File: config.mk
export PLATFORM = sky130hd
export DESIGN_NAME = word_ring_queue_with_remove_flat
export DESIGN_NICKNAME = d
export VERILOG_FILES = /design/src/sv/wrq_pkg.sv /design/src/sv/wrq_if.sv /design/src/sv/wrq_ctrl.sv /design/src/sv/wrq_datapath.sv /design/src/sv/word_ring_queue_with_remove.sv /design/src/flat_wrapper.sv
export SDC_FILE = /design/constraint.sdc
export NUM_CORES = 1
export LEC_CHECK = 0
export ABC_CLOCK_PERIOD_IN_PS = 1160
export BUFFER_PORTS_ARGS = -buffer_cell sky130_fd_sc_hd__buf_4
export CELL_PAD_IN_SITES_DETAIL_PLACEMENT = 2
export CELL_PAD_IN_SITES_GLOBAL_PLACEMENT = 2
export CORE_AREA = 2 2 39 41
export CTS_BUF_LIST = sky130_fd_sc_hd__clkbuf_2 sky130_fd_sc_hd__clkbuf_4 sky130_fd_sc_hd__clkbuf_8
export DETAILED_ROUTE_END_ITERATION = 8
export DIE_AREA = 0 0 41 43
export PLACE_DENSITY = 0.64
export SYNTH_ARGS = -nofsm -noshare
export SYNTH_HDL_FRONTEND = slang
export SYNTH_SLANG_ARGS = --single-unit
export TNS_END_PERCENT = 30
File: constraint.sdc
create_clock -name clk -period 1.16 [get_ports clk]
set_input_delay 0.29 -clock clk [delete_from_list [all_inputs] [get_ports clk]]
set_output_delay 0.29 -clock clk [all_outputs]
set_load 0.005 [all_outputs]
File: src/sv/wrq_pkg.sv
// ----------------------------------------------------------------------------
// wrq_pkg
// Types, request codes and controller commands shared by the word ring
// queue with remove.
// ----------------------------------------------------------------------------
package wrq_pkg;

    // default ring capacity in words
    localparam int DEPTH_DEFAULT = 16;

    // field widths of one item and one result
    localparam int REQ_W    = 3;
    localparam int WORD_W   = 32;
    localparam int OFFSET_W = 4;
    localparam int COUNT_W  = 5;

    // request codes
    localparam logic [REQ_W-1:0] REQ_PUSH   = 3'd0;
    localparam logic [REQ_W-1:0] REQ_POP    = 3'd1;
    localparam logic [REQ_W-1:0] REQ_PEEK   = 3'd2;
    localparam logic [REQ_W-1:0] REQ_CLEAR  = 3'd3;
    localparam logic [REQ_W-1:0] REQ_REMOVE = 3'd4;
    localparam logic [REQ_W-1:0] REQ_READ   = 3'd5;

    // input item
    typedef struct packed {
        logic [REQ_W-1:0]    req_type;
        logic [WORD_W-1:0]   word_value;
        logic [OFFSET_W-1:0] offset;
    } req_item_t;

    // result item
    typedef struct packed {
        logic                ok;
        logic [WORD_W-1:0]   read_word;
        logic [COUNT_W-1:0]  removed_count;
        logic [COUNT_W-1:0]  occupancy;
    } rsp_item_t;

    // controller states
    typedef enum logic [1:0] {
        ST_IDLE,
        ST_READ,
        ST_REMOVE
    } state_t;

    // datapath actions
    typedef enum logic [3:0] {
        ACT_NONE,
        ACT_PUSH,
        ACT_CLEAR,
        ACT_NOP,
        ACT_READ_ISSUE,
        ACT_READ_DONE,
        ACT_RM_START,
        ACT_RM_STEP,
        ACT_RM_DONE
    } act_t;

    // controller to datapath
    typedef struct packed {
        act_t act;
        logic out_load;
    } cmd_t;

    // datapath to controller
    typedef struct packed {
        logic rm_done;
    } status_t;

endpackage

File: src/sv/wrq_if.sv
// ----------------------------------------------------------------------------
// wrq_if
// Valid/ready channel carrying one item of a given payload type.
// ----------------------------------------------------------------------------
interface wrq_if #(
    parameter type payload_t = logic
);
    logic     valid;
    logic     ready;
    payload_t data;

    modport source (output valid, output data, input ready);
    modport sink   (input valid, input data, output ready);
endinterface

File: src/sv/wrq_ctrl.sv
// ----------------------------------------------------------------------------
// wrq_ctrl
// Controller: sequences push, clear, read, and remove compaction, and owns the
// result valid flag.
// ----------------------------------------------------------------------------
module wrq_ctrl
    import wrq_pkg::*;
(
    input  logic             clk,
    input  logic             rst_n,
    input  logic             in_valid,
    output logic             in_ready,
    input  logic [REQ_W-1:0] req_type,
    output logic             out_valid,
    input  logic             out_ready,
    output cmd_t             cmd,
    input  status_t          status
);

    state_t state_reg;
    state_t state_next;
    logic   out_valid_reg;
    logic   out_valid_next;

    // state and result flag registers
    always_ff @(posedge clk or negedge rst_n)
    begin
        if (!rst_n)
        begin
            state_reg     <= ST_IDLE;
            out_valid_reg <= 1'b0;
        end
        else
        begin
            state_reg     <= state_next;
            out_valid_reg <= out_valid_next;
        end
    end

    // next state and commands
    always_comb
    begin
        state_next   = state_reg;
        cmd.act      = ACT_NONE;
        cmd.out_load = 1'b0;
        in_ready     = 1'b0;
        case (state_reg)
            ST_IDLE:
            begin
                in_ready = !out_valid_reg || out_ready;
                if (in_valid && in_ready)
                begin
                    case (req_type)
                        REQ_PUSH:
                        begin
                            cmd.act      = ACT_PUSH;
                            cmd.out_load = 1'b1;
                        end
                        REQ_CLEAR:
                        begin
                            cmd.act      = ACT_CLEAR;
                            cmd.out_load = 1'b1;
                        end
                        REQ_POP, REQ_PEEK, REQ_READ:
                        begin
                            cmd.act    = ACT_READ_ISSUE;
                            state_next = ST_READ;
                        end
                        REQ_REMOVE:
                        begin
                            cmd.act    = ACT_RM_START;
                            state_next = ST_REMOVE;
                        end
                        default:
                        begin
                            cmd.act      = ACT_NOP;
                            cmd.out_load = 1'b1;
                        end
                    endcase
                end
            end
            ST_READ:
            begin
                cmd.act      = ACT_READ_DONE;
                cmd.out_load = 1'b1;
                state_next   = ST_IDLE;
            end
            ST_REMOVE:
            begin
                if (status.rm_done)
                begin
                    cmd.act      = ACT_RM_DONE;
                    cmd.out_load = 1'b1;
                    state_next   = ST_IDLE;
                end
                else
                begin
                    cmd.act = ACT_RM_STEP;
                end
            end
            default:
            begin
                state_next = ST_IDLE;
            end
        endcase
    end

    // result valid: set on load, cleared when taken
    always_comb
    begin
        out_valid_next = out_valid_reg;
        if (out_valid_reg && out_ready)
        begin
            out_valid_next = 1'b0;
        end
        if (cmd.out_load)
        begin
            out_valid_next = 1'b1;
        end
    end

    assign out_valid = out_valid_reg;

endmodule

File: src/sv/wrq_datapath.sv
// ----------------------------------------------------------------------------
// wrq_datapath
// Ring store, pointers, fill count, remove compaction counters and the
// result register.
// ----------------------------------------------------------------------------
module wrq_datapath
    import wrq_pkg::*;
#(
    parameter int DEPTH = DEPTH_DEFAULT
)
(
    input  logic      clk,
    input  logic      rst_n,
    input  cmd_t      cmd,
    output status_t   status,
    input  req_item_t req,
    output rsp_item_t rsp
);

    localparam int PW = $clog2(DEPTH);
    localparam int CW = $clog2(DEPTH + 1);
    localparam int SW = ((PW > OFFSET_W) ? PW : OFFSET_W) + 1;

    // ring store
    logic [WORD_W-1:0] mem [DEPTH];

    logic [PW-1:0]     head_reg,    head_next;
    logic [PW-1:0]     tail_reg,    tail_next;
    logic [CW-1:0]     count_reg,   count_next;
    logic [PW-1:0]     src_reg,     src_next;
    logic [PW-1:0]     dst_reg,     dst_next;
    logic [CW-1:0]     left_reg,    left_next;
    logic [CW-1:0]     removed_reg, removed_next;
    logic              pend_reg,    pend_next;
    logic [WORD_W-1:0] key_reg,     key_next;
    logic              ok_reg,      ok_next;
    logic              pop_reg,     pop_next;
    logic [WORD_W-1:0] rd_data_reg;
    rsp_item_t         rsp_reg,     rsp_next;

    logic              we;
    logic [PW-1:0]     waddr;
    logic [WORD_W-1:0] wdata;
    logic              rd_en;
    logic [PW-1:0]     raddr;

    logic              full;
    logic              empty;
    logic [SW-1:0]     at_sum;
    logic [PW-1:0]     at_addr;
    logic              off_ok;
    logic [CW-1:0]     count_left;

    // wrapping increment
    function automatic logic [PW-1:0] ring_inc(input logic [PW-1:0] p);
        logic [PW-1:0] r;
        if (p == PW'(DEPTH - 1))
        begin
            r = '0;
        end
        else
        begin
            r = p + PW'(1);
        end
        return r;
    endfunction

    assign full  = (count_reg == CW'(DEPTH));
    assign empty = (count_reg == '0);

    // head plus offset, one conditional subtract
    assign at_sum  = SW'(head_reg) + SW'(req.offset);
    assign at_addr = (at_sum >= SW'(DEPTH)) ? PW'(at_sum - SW'(DEPTH)) : PW'(at_sum);
    assign off_ok  = (SW'(req.offset) < SW'(count_reg));

    assign count_left = count_reg - removed_reg;

    assign status.rm_done = (left_reg == '0) && !pend_reg;
    assign rsp            = rsp_reg;

    // control registers
    always_ff @(posedge clk or negedge rst_n)
    begin
        if (!rst_n)
        begin
            head_reg  <= '0;
            tail_reg  <= '0;
            count_reg <= '0;
            pend_reg  <= 1'b0;
            left_reg  <= '0;
        end
        else
        begin
            head_reg  <= head_next;
            tail_reg  <= tail_next;
            count_reg <= count_next;
            pend_reg  <= pend_next;
            left_reg  <= left_next;
        end
    end

    // payload registers
    always_ff @(posedge clk)
    begin
        src_reg     <= src_next;
        dst_reg     <= dst_next;
        removed_reg <= removed_next;
        key_reg     <= key_next;
        ok_reg      <= ok_next;
        pop_reg     <= pop_next;
        rsp_reg     <= rsp_next;
    end

    // store write port
    always_ff @(posedge clk)
    begin
        if (we)
        begin
            mem[waddr] <= wdata;
        end
    end

    // store read port, registered data
    always_ff @(posedge clk)
    begin
        if (rd_en)
        begin
            rd_data_reg <= mem[raddr];
        end
    end

    // action decode
    always_comb
    begin
        head_next    = head_reg;
        tail_next    = tail_reg;
        count_next   = count_reg;
        src_next     = src_reg;
        dst_next     = dst_reg;
        left_next    = left_reg;
        removed_next = removed_reg;
        pend_next    = pend_reg;
        key_next     = key_reg;
        ok_next      = ok_reg;
        pop_next     = pop_reg;
        rsp_next     = rsp_reg;
        we           = 1'b0;
        waddr        = tail_reg;
        wdata        = req.word_value;
        rd_en        = 1'b0;
        raddr        = head_reg;

        case (cmd.act)
            ACT_PUSH:
            begin
                if (!full)
                begin
                    we         = 1'b1;
                    tail_next  = ring_inc(tail_reg);
                    count_next = count_reg + CW'(1);
                end
            end
            ACT_CLEAR:
            begin
                head_next  = '0;
                tail_next  = '0;
                count_next = '0;
            end
            ACT_READ_ISSUE:
            begin
                rd_en    = 1'b1;
                pop_next = (req.req_type == REQ_POP);
                if (req.req_type == REQ_READ)
                begin
                    raddr   = at_addr;
                    ok_next = off_ok;
                end
                else
                begin
                    ok_next = !empty;
                end
            end
            ACT_READ_DONE:
            begin
                if (pop_reg && ok_reg)
                begin
                    head_next  = ring_inc(head_reg);
                    count_next = count_reg - CW'(1);
                end
            end
            ACT_RM_START:
            begin
                key_next     = req.word_value;
                src_next     = head_reg;
                dst_next     = head_reg;
                left_next    = count_reg;
                removed_next = '0;
                pend_next    = 1'b0;
            end
            ACT_RM_STEP:
            begin
                // check the word read last cycle
                if (pend_reg)
                begin
                    if (rd_data_reg == key_reg)
                    begin
                        removed_next = removed_reg + CW'(1);
                    end
                    else
                    begin
                        we       = 1'b1;
                        waddr    = dst_reg;
                        wdata    = rd_data_reg;
                        dst_next = ring_inc(dst_reg);
                    end
                end
                // fetch the next word
                if (left_reg != '0)
                begin
                    rd_en     = 1'b1;
                    raddr     = src_reg;
                    src_next  = ring_inc(src_reg);
                    left_next = left_reg - CW'(1);
                    pend_next = 1'b1;
                end
                else
                begin
                    pend_next = 1'b0;
                end
            end
            ACT_RM_DONE:
            begin
                tail_next  = dst_reg;
                count_next = count_left;
            end
            default:
            begin
            end
        endcase

        // result item
        if (cmd.out_load)
        begin
            rsp_next.ok            = 1'b0;
            rsp_next.read_word     = '0;
            rsp_next.removed_count = '0;
            rsp_next.occupancy     = COUNT_W'(count_next);
            case (cmd.act)
                ACT_PUSH:
                begin
                    rsp_next.ok = !full;
                end
                ACT_CLEAR:
                begin
                    rsp_next.ok = 1'b1;
                end
                ACT_READ_DONE:
                begin
                    rsp_next.ok = ok_reg;
                    if (ok_reg)
                    begin
                        rsp_next.read_word = rd_data_reg;
                    end
                end
                ACT_RM_DONE:
                begin
                    rsp_next.ok            = 1'b1;
                    rsp_next.removed_count = COUNT_W'(removed_reg);
                end
                default:
                begin
                end
            endcase
        end
    end

endmodule

File: src/sv/word_ring_queue_with_remove.sv
// Push, clear and unknown codes load the result register on acceptance; pop, peek
// and read at offset first read the store (registered read), then load the result.
// Remove on an empty queue goes straight to its finish step; else it takes one stored
// word per cycle through the single read port, then a last compare and a finish step.
// A new item is taken only when the last one is done and the result register is free.
// Reset: asynchronous, active low; empties the queue, store contents undefined.
// ----------------------------------------------------------------------------
// word_ring_queue_with_remove
// Fixed-depth ring queue of words with push, pop, peek, clear, remove by key
// and read at offset, built from a controller and a datapath.
// ----------------------------------------------------------------------------
module word_ring_queue_with_remove
    import wrq_pkg::*;
#(
    parameter int DEPTH = DEPTH_DEFAULT
)
(
    input  logic  clk,
    input  logic  rst_n,
    wrq_if.sink   request,
    wrq_if.source response
);

    cmd_t      cmd;
    status_t   status;
    req_item_t req;
    rsp_item_t rsp;

    assign req           = request.data;
    assign response.data = rsp;

    // sequencing
    wrq_ctrl u_ctrl (
        .clk       (clk),
        .rst_n     (rst_n),
        .in_valid  (request.valid),
        .in_ready  (request.ready),
        .req_type  (req.req_type),
        .out_valid (response.valid),
        .out_ready (response.ready),
        .cmd       (cmd),
        .status    (status)
    );

    // store and pointers
    wrq_datapath #(
        .DEPTH (DEPTH)
    ) u_datapath (
        .clk    (clk),
        .rst_n  (rst_n),
        .cmd    (cmd),
        .status (status),
        .req    (req),
        .rsp    (rsp)
    );

endmodule
File: src/flat_wrapper.sv
// flat-port wrapper written by rule: the top's interface ports become plain ports
module word_ring_queue_with_remove_flat import wrq_pkg::*;
#(
    parameter int DEPTH = DEPTH_DEFAULT
)
  (clk, rst_n, request_valid, request_data, request_ready, response_valid, response_data, response_ready);
  wrq_if request_i ();
  wrq_if response_i ();
  input  logic clk;
  input  logic rst_n;
  input wire logic [$bits(request_i.valid)-1:0] request_valid;
  input wire logic [$bits(request_i.data)-1:0] request_data;
  output wire logic [$bits(request_i.ready)-1:0] request_ready;
  output wire logic [$bits(response_i.valid)-1:0] response_valid;
  output wire logic [$bits(response_i.data)-1:0] response_data;
  input wire logic [$bits(response_i.ready)-1:0] response_ready;
  assign request_i.valid = request_valid;
  assign request_i.data = request_data;
  assign request_ready = request_i.ready;
  assign response_valid = response_i.valid;
  assign response_data = response_i.data;
  assign response_i.ready = response_ready;
  word_ring_queue_with_remove #(.DEPTH(DEPTH)) u_core (.clk(clk), .rst_n(rst_n), .request(request_i), .response(response_i));
endmodule
# After elaboration in Yosys (flattened, before gate mapping)
# Memories as Yosys holds them, arrays and structs flattened. A register that Yosys moved wholly into a read port is not among the register bits.
# Index checks and enable logic that the tools add are counted.
dict set report totals {
  ff_bits 36
  ram_bits 512
  in_bits 5
  out_inout_bits 3
  elab_cells 104
  mem_count 1
}
# name words word_bits rd rd_clocked_by_memory_dff wr line
set mem_list {}
lappend mem_list {u_core.u_datapath.mem 16 32 1 1 1 wrq_datapath.sv:25} ;# logic [WORD_W-1:0] mem [DEPTH];
dict set report classes {
  add_sub_neg 7
  n_eq_ne 19
  muxes 44
  n_bitwise 2
  n_reduce_logical 20
}
# op n
set op_table {}
lappend op_table {{2-to-1 mux 32 bit} 3}
lappend op_table {{2-to-1 mux 4 bit} 14}
lappend op_table {{logical NOT 32 bit} 1}
lappend op_table {{one-hot mux 5 bit (3 select lines)} 2}
lappend op_table {{2-to-1 mux 5 bit} 4}
lappend op_table {{one-hot mux 5 bit (2 select lines)} 2}
lappend op_table {{== test 4 x 3 -> 1 bit, second input constant} 4}
lappend op_table {{== test 4 bit, second input constant} 4}
lappend op_table {{one-hot mux 4 bit (2 select lines)} 2}
lappend op_table {{adder 4 x 1 -> 4 bit, second input constant} 3}
lappend op_table {{one-hot mux 4 bit (3 select lines)} 1}
lappend op_table {{adder 5 x 1 -> 5 bit, second input constant} 2}
lappend op_table {{2-to-1 mux 1 bit} 10}
lappend op_table {{inequality test 2 bit, second input constant} 5}
lappend op_table {{AND reduction 2 bit} 4}
lappend op_table {{one-hot mux 1 bit (2 select lines)} 3}
lappend op_table {{AND reduction 3 bit} 2}
lappend op_table {{nonzero test 2 bit} 3}
lappend op_table {{== test 5 bit, second input constant} 1}
lappend op_table {{logical NOT 5 bit} 1}
lappend op_table {{nonzero test 5 bit} 1}
lappend op_table {{subtractor 5 x 1 -> 5 bit, second input constant} 1}
lappend op_table {{subtractor 5 bit} 1}
lappend op_table {{== test 4 x 1 -> 1 bit, second input constant} 1}
lappend op_table {{other kinds (12)} 17}

# Depth between registers and ports, before layout
# Gate-level depths: netlist of run 1.
dict set report depth {
  word_depth 9
  ltp_mapped 5
}

# By module
# A second synthesis of run 1 with hierarchy kept.
dict set report unflattened {
  hier_cells 1829
  hier_area_um2 26855.8
}
# module n_inst cells_each area_per_inst_um2 seq_area_each_um2
set modules_own_cells {}
lappend modules_own_cells {wrq_datapath 1 1798 26588.0 19513.7}
lappend modules_own_cells {wrq_ctrl 1 30 264.0 75.1}
lappend modules_own_cells {word_ring_queue_with_remove 1 1 3.8 0.0}

# Least setup slack after synthesis of run 1
# No wires, ideal clock.
dict set report synth_path {
  kind {register to register}
  startpoint {register u_core.u_datapath.count_reg[0]}
  endpoint {register u_core.u_datapath.count_reg[1]}
  setup_time_ns 0.125
  t_arrival_ns 1.118
  t_required_ns 1.035
  path_slack_ns -0.083
  stages_incl_launch_ff 6
  n_path_buf 0
  synth_period_minus_slack_ns 1.243
  path_cell_list {dfrtp_1 inv_1 ha_1 nand4bb_2 nand3_2 mux2_4}
}
dict set report synth_between {
  elab_chain_len 3
  word_cells_on_any_way 5
  classes_between {add/sub (2); eq/ne (1); mux (2)}
}
# element line
set synth_rtl {}
lappend synth_rtl {{start, declared} wrq_datapath.sv:29} ;# logic [CW-1:0] count_reg, count_next;
lappend synth_rtl {{start signal, assigned} wrq_datapath.sv:96} ;# count_reg <= count_next;
lappend synth_rtl {{adder 5 x 1 -> 5 bit / == test 5 bit (equally long branches)} {wrq_datapath.sv:160, wrq_datapath.sv:68}}
lappend synth_rtl {{2-to-1 mux 5 bit} wrq_datapath.sv:156} ;# if (!full)
lappend synth_rtl {{one-hot mux 5 bit (3 select lines) (*)} wrq_datapath.sv:153} ;# case (cmd.act)
# Mark *: on every way between the ends. The rest lies on a longest branch, timed or not.
# A chain may end at the register's enable or synchronous reset.

# Worst setup path after layout of run 1
# Ends and elaborated chain as after synthesis.

==> impl_metrics.toml, run 1 <==
[run_status]
status = "complete, but fails checks"
violations = "setup timing"

[sta]
relSlewSlack_pct = 88.7
fin_crit_sh_pct = 109
max_freq_mhz = 790
worst_pin_slew_ns = 0.168
hold_viol = 0
layout_min_cycle_time_ns = 1.27
drv_slew = 0
setup_viol = 3
rsz0062_at_grt = "true"
finalWorstSetupSlack_ns = -0.107
finalClockSkew_ns = 0.00256
fin_tns_setup_ns = -0.234

[setup_path]
crit_start = "u_core.u_datapath.count_reg[0]"
r2r-start = "u_core.u_datapath.count_reg[0]"
rr_worst_depth = 5
crit-reg2reg-capture = "u_core.u_datapath.count_reg[1]"
ff2ff_setup_slack_ns = -0.11
end_kind = "flip-flop"
path_buf_inv = 1
required_ns = 1.29
setup.worst_path.end = "u_core.u_datapath.count_reg[1]"
path_class = "flip-flop to flip-flop"
cp.arrival_ns = 1.40
crit_slowest_cell = "dfrtp_1"
crit_path_cell_trace = "inv_2, ha_4, nand4bb_4, nand3_4, mux2_4"
cp_top_family = "flip-flops"
path_max_fanout = 2
crit_cells = 5
max_stage_delay_ns = 0.39
start_kind = "flip-flop"

[global_route]
grt_pass1_wl_um = 1570
overflow = 0
grt_max_degree = 7
grt_pass1_vias = 318
grt_antenna_before_repair = 0
track_usage_pct = 14.2

[placed_design]
io_buffers = 6
gp_congestion = 0.730
dpl.cell_count = 55
place_hpwl_um = 689
placedInstanceArea_um2 = 445

[routing]
vias_per_cell = 4.43
postRouteAntennaNets = 0
num_vias = 270
wl_per_cell_um = 14.3
firstDrtPassIters = 2
drc_errors = 0
drtIter0Drc = 1
wirelength_um = 874

[floorplanning]
core_um2 = 1380
start_util_pct = 25.3
die_area_um2 = 1760
num_rows = 14
io_pins = 8
die_h_um = 43
chipWidth_um = 41

[final_layout]
diodes = 0
largest_reg_flops = 5
final_cell_mix = "buf_4 (10), dfrtp_1 (6), clkbuf_4 (4)"
final_area_um2 = 551
drive_gt1_share_pct = 57.8
final_common_cell = "buf_4"
final_util_pct = 39.8
area_growth_syn_to_layout_pct = 57.1
nets = 53
fin_cells = 61

[power]
p_total_mw = 1.23
ir_drop_mv = 0.843
netSwitchingPower_mw = 0.401
switching_share_pct = 32.6
combPwrFrac_pct = 45.7
power_frac_seq_pct = 34.7
pwr_density_cell_nw_per_um2 = 2230
p_leak_nw = 0.245
power.share.clock_pct = 19.6
p_int_mw = 0.828

[synthesis]
synthArstFlopShare_pct = 85.7
syn_nets = 36
ys_types = 19
ys.flop_type = "dfrtp_1"
synth_edf_count = 1
yosysSeqAreaShare_pct = 51.4
synth_seq_cells = 7
avgSynthCellArea_um2 = 12.1
syn-instance-count = 29
ys.warnings.count = 0
syn_area_um2 = 350

[cts]
numCtsBuffers = 3
cts_buffer_depth = 2
cts_tree = "yes"
path_clk_slew_ns = 0.05
clk_latency_ns = 0.25
cts.sinks = 7
clockRootBuffer = "clkbuf_4"
cts_htree_levels = 1

[hold_path]
holdCritPathClass = "primary input to flip-flop"
min_path_cells = 2

[job]
cap_violations = 0
## worst min-delay path by stage
| stage | startpoint | end | slack (ns) |
|---|---|---|---|
| CTS | request_valid | u_core.u_ctrl.out_valid | 0.29 |
| detailed placement | rst_n | u_core.u_ctrl.out_valid | 0.11 |
| floorplan | rst_n | u_core.u_ctrl.out_valid | -0.006 |
| finish | request_valid | u_core.u_ctrl.out_valid | 0.31 |
| global placement | rst_n | u_core.u_ctrl.out_valid | 0.10 |
| global route | request_valid | u_core.u_ctrl.out_valid | 0.32 |
## through the flow
step	setup slack (ns)	hold slack, ns
finish	-0.107	0.307
global route	-0.164	0.325
CTS	-0.146	0.295
detailed placement	-0.122	0.108
global placement	-0.113	0.104
floorplan	-0.0632	-0.00559
## final cells by class
type	count	area (µm²)
fill	156	833
multi-input combinational	19	210
sequential	7	180
timing repair buffer	12	96.3
clock buffer	4	30.0
tap	16	20.0
inverter	3	13.8
## kinds of logic (layout without fill, tap and decap cells)
family          count (synthesis)  after routing  synth area share, %
fa+ha+maj                       2              2                 7.14
xor+xnor                        3              3                 7.50
flops                           7              7                 51.4
compound gates                  2              2                 2.86
mux                             1              1                 4.28
simple gates                   11             11                 23.6
buf+inv                         3             19                 3.21
## metal layers
metal  GRT usage [%]  part of all wire [%]  vias up
met1            15.6                    39      136
met4            6.00                   1.3        0
met3            6.28                   3.2        2
li1                -                     -      128
met5               0                     0        -
met2            22.5                    56        4
## power groups by stage
stage / clock network [mW] / registers (mW) / logic, mW
final: 0.240 / 0.426 / 0.562
after global routing: 0.268 / 0.440 / 0.638
after CTS: 0.252 / 0.415 / 0.496
after detailed placement: 0 / 0.417 / 0.443
after global placement: 0 / 0.404 / 0.416
after floorplan: 0 / 0.426 / 0.212
## cell usage after synthesis, drive strengths merged (2+ instances only)
cell type | count | area share, %
dfrtp | 6 | 43
ha | 2 | 7.1
inv | 3 | 3.2
nand2 | 2 | 2.1
nand3 | 2 | 4.3
o21ai | 2 | 2.9
xnor2 | 2 | 5.0
## repair_timing
item                                    in CTS  in global routing
endpoints found under the hold margin        6                  0
endpoints found under the setup margin       4                  5
buffers inserted                             0                  1
pin swaps                                    2                  1
hold buffers                                 1                  0
resized for setup                            6                  6
(Power assumes the default switching activity.)
==> inputs of run 2 (changes only) <==
--- a/config.mk
+++ b/config.mk
@@ -14,6 +14,7 @@
 export DETAILED_ROUTE_END_ITERATION = 8
 export DIE_AREA = 0 0 41 43
 export PLACE_DENSITY = 0.64
+export SKIP_CTS_REPAIR_TIMING = 1
 export SYNTH_ARGS = -nofsm -noshare
 export SYNTH_HDL_FRONTEND = slang
 export SYNTH_SLANG_ARGS = --single-unit
==> run 2 against run 1 <==
Net effect: the run still ends with setup timing left; worst hold slack worse by 0.0078 ns; core utilization up 1.6 points; power up 1.6%; critical path type unchanged; highest routed layer unchanged.
==> impl_metrics.toml, run 2 (synthesis gave the netlist of run 1 again) <==
[final_layout]
area_growth_syn_to_layout_pct = 63.6
drive_gt1_share_pct = 60.4
nets = 56
fin_cells = 64
final_util_pct = 41.4
diodes = 0
largest_reg_flops = 5
final_cell_mix = "buf_4 (13), dfrtp_1 (6), clkbuf_4 (4)"
final_common_cell = "buf_4"

[power]
pwr_density_cell_nw_per_um2 = 2180
p_leak_nw = 0.259
ir_drop_mv = 0.866

[sta]
finalWorstSetupSlack_ns = -0.109
setup_viol = 4
rsz0062_at_grt = "true"
finalClockSkew_ns = 0.00585
drv_slew = 0
hold_ws_ns = 0.299
relSlewSlack_pct = 88.6
fin_crit_sh_pct = 109
worst_pin_slew_ns = 0.170
max_freq_mhz = 788
hold_viol = 0
layout_min_cycle_time_ns = 1.27

[placed_design]
io_buffers = 6
pre_cts_ws_ns = -0.122
gp_congestion = 0.730
dpl.cell_count = 55
place_hpwl_um = 689

[floorplanning]
die_area_um2 = 1760
die_h_um = 43
io_pins = 8
chipWidth_um = 41
start_util_pct = 25.3
core_um2 = 1380
num_rows = 14

[cts]
cts_htree_levels = 1
clk_latency_ns = 0.26
cts_tree = "yes"
path_clk_slew_ns = 0.06
numCtsBuffers = 3
cts_buffer_depth = 2
clockRootBuffer = "clkbuf_4"
cts.sinks = 7

[global_route]
grt_pass1_wl_um = 1520
grt_antenna_before_repair = 0
grt_max_degree = 7
grt_pass1_vias = 310
overflow = 0
track_usage_pct = 13.8

[routing]
drtIter0Drc = 2
vias_per_cell = 4.42
num_vias = 283
firstDrtPassIters = 2
postRouteAntennaNets = 0
wl_per_cell_um = 15.0
wirelength_um = 962
drc_errors = 0

[setup_path]
required_ns = 1.30
cp.arrival_ns = 1.41
path_class = "flip-flop to flip-flop"
end_kind = "flip-flop"
path_max_fanout = 2
start_kind = "flip-flop"

[run_status]
status = "complete, but fails checks"
violations = "setup timing"

[job]
cap_violations = 0

[hold_path]
holdCritPathClass = "primary input to flip-flop"
## run 2: layout make-up
class                   count  area (µm²)
clock buffers               4        30.0
fillers                   155         811
inverters                   3        13.8
multi-input cells          19         210
flip-flops and latches      7         180
well taps                  16        20.0
repair buffers             15         119
## run 2: worst max-delay path: stages (launching register included)
cell	delay, ns
dfrtp_1	0.39
inv_2	0.08
ha_4	0.14
nand4bb_4	0.13
nand3_4	0.12
mux2_4	0.30
## run 2: path summary, 6_finish.rpt
path,start,endpoint,slack [ns],depth (start not counted)
max,u_core.u_datapath.count_reg[0],u_core.u_datapath.count_reg[1],-0.11,5
min,request_valid,u_core.u_ctrl.out_valid,0.30,2
max reg2reg,u_core.u_datapath.count_reg[0],u_core.u_datapath.count_reg[1],-0.11,5
min reg2reg,u_core.u_datapath.count_reg[4],u_core.u_datapath.count_reg[4],0.54,1
max in group asynchronous,rst_n,u_core.u_datapath.count_reg[0],0.66,2
min in group asynchronous,rst_n,u_core.u_ctrl.out_valid,0.38,2
## run 2: stage by stage
step / setup TNS, ns / power (mW) / cell area (µm²)
2_1_floorplan: -0.0900 / 0.637 / 350
3_3_place_gp: -0.166 / 0.820 / 445
3_5_place_dp: -0.290 / 0.860 / 445
4_1_cts: -0.499 / 1.12 / 475
5_1_grt: -0.564 / 1.36 / 573
6_report: -0.267 / 1.25 / 573
## run 2: metal layers
layer | routed length (µm) | vias up | GRT usage [%] | share of wire (%)
met5 | 0 | - | 0 | 0
met4 | 26 | 0 | 6.00 | 2.7
met3 | 31 | 4 | 6.28 | 3.2
met2 | 512 | 6 | 20.9 | 53
met1 | 392 | 139 | 15.9 | 41
li1 | - | 134 | - | -
## run 2: where the power goes
group / switching [mW] / internal [mW] / leakage [nW]
combinational: 0.243 / 0.326 / 0.160
clock: 0.0972 / 0.155 / 0.0184
sequential: 0.0729 / 0.354 / 0.0809
total: 0.413 / 0.835 / 0.259
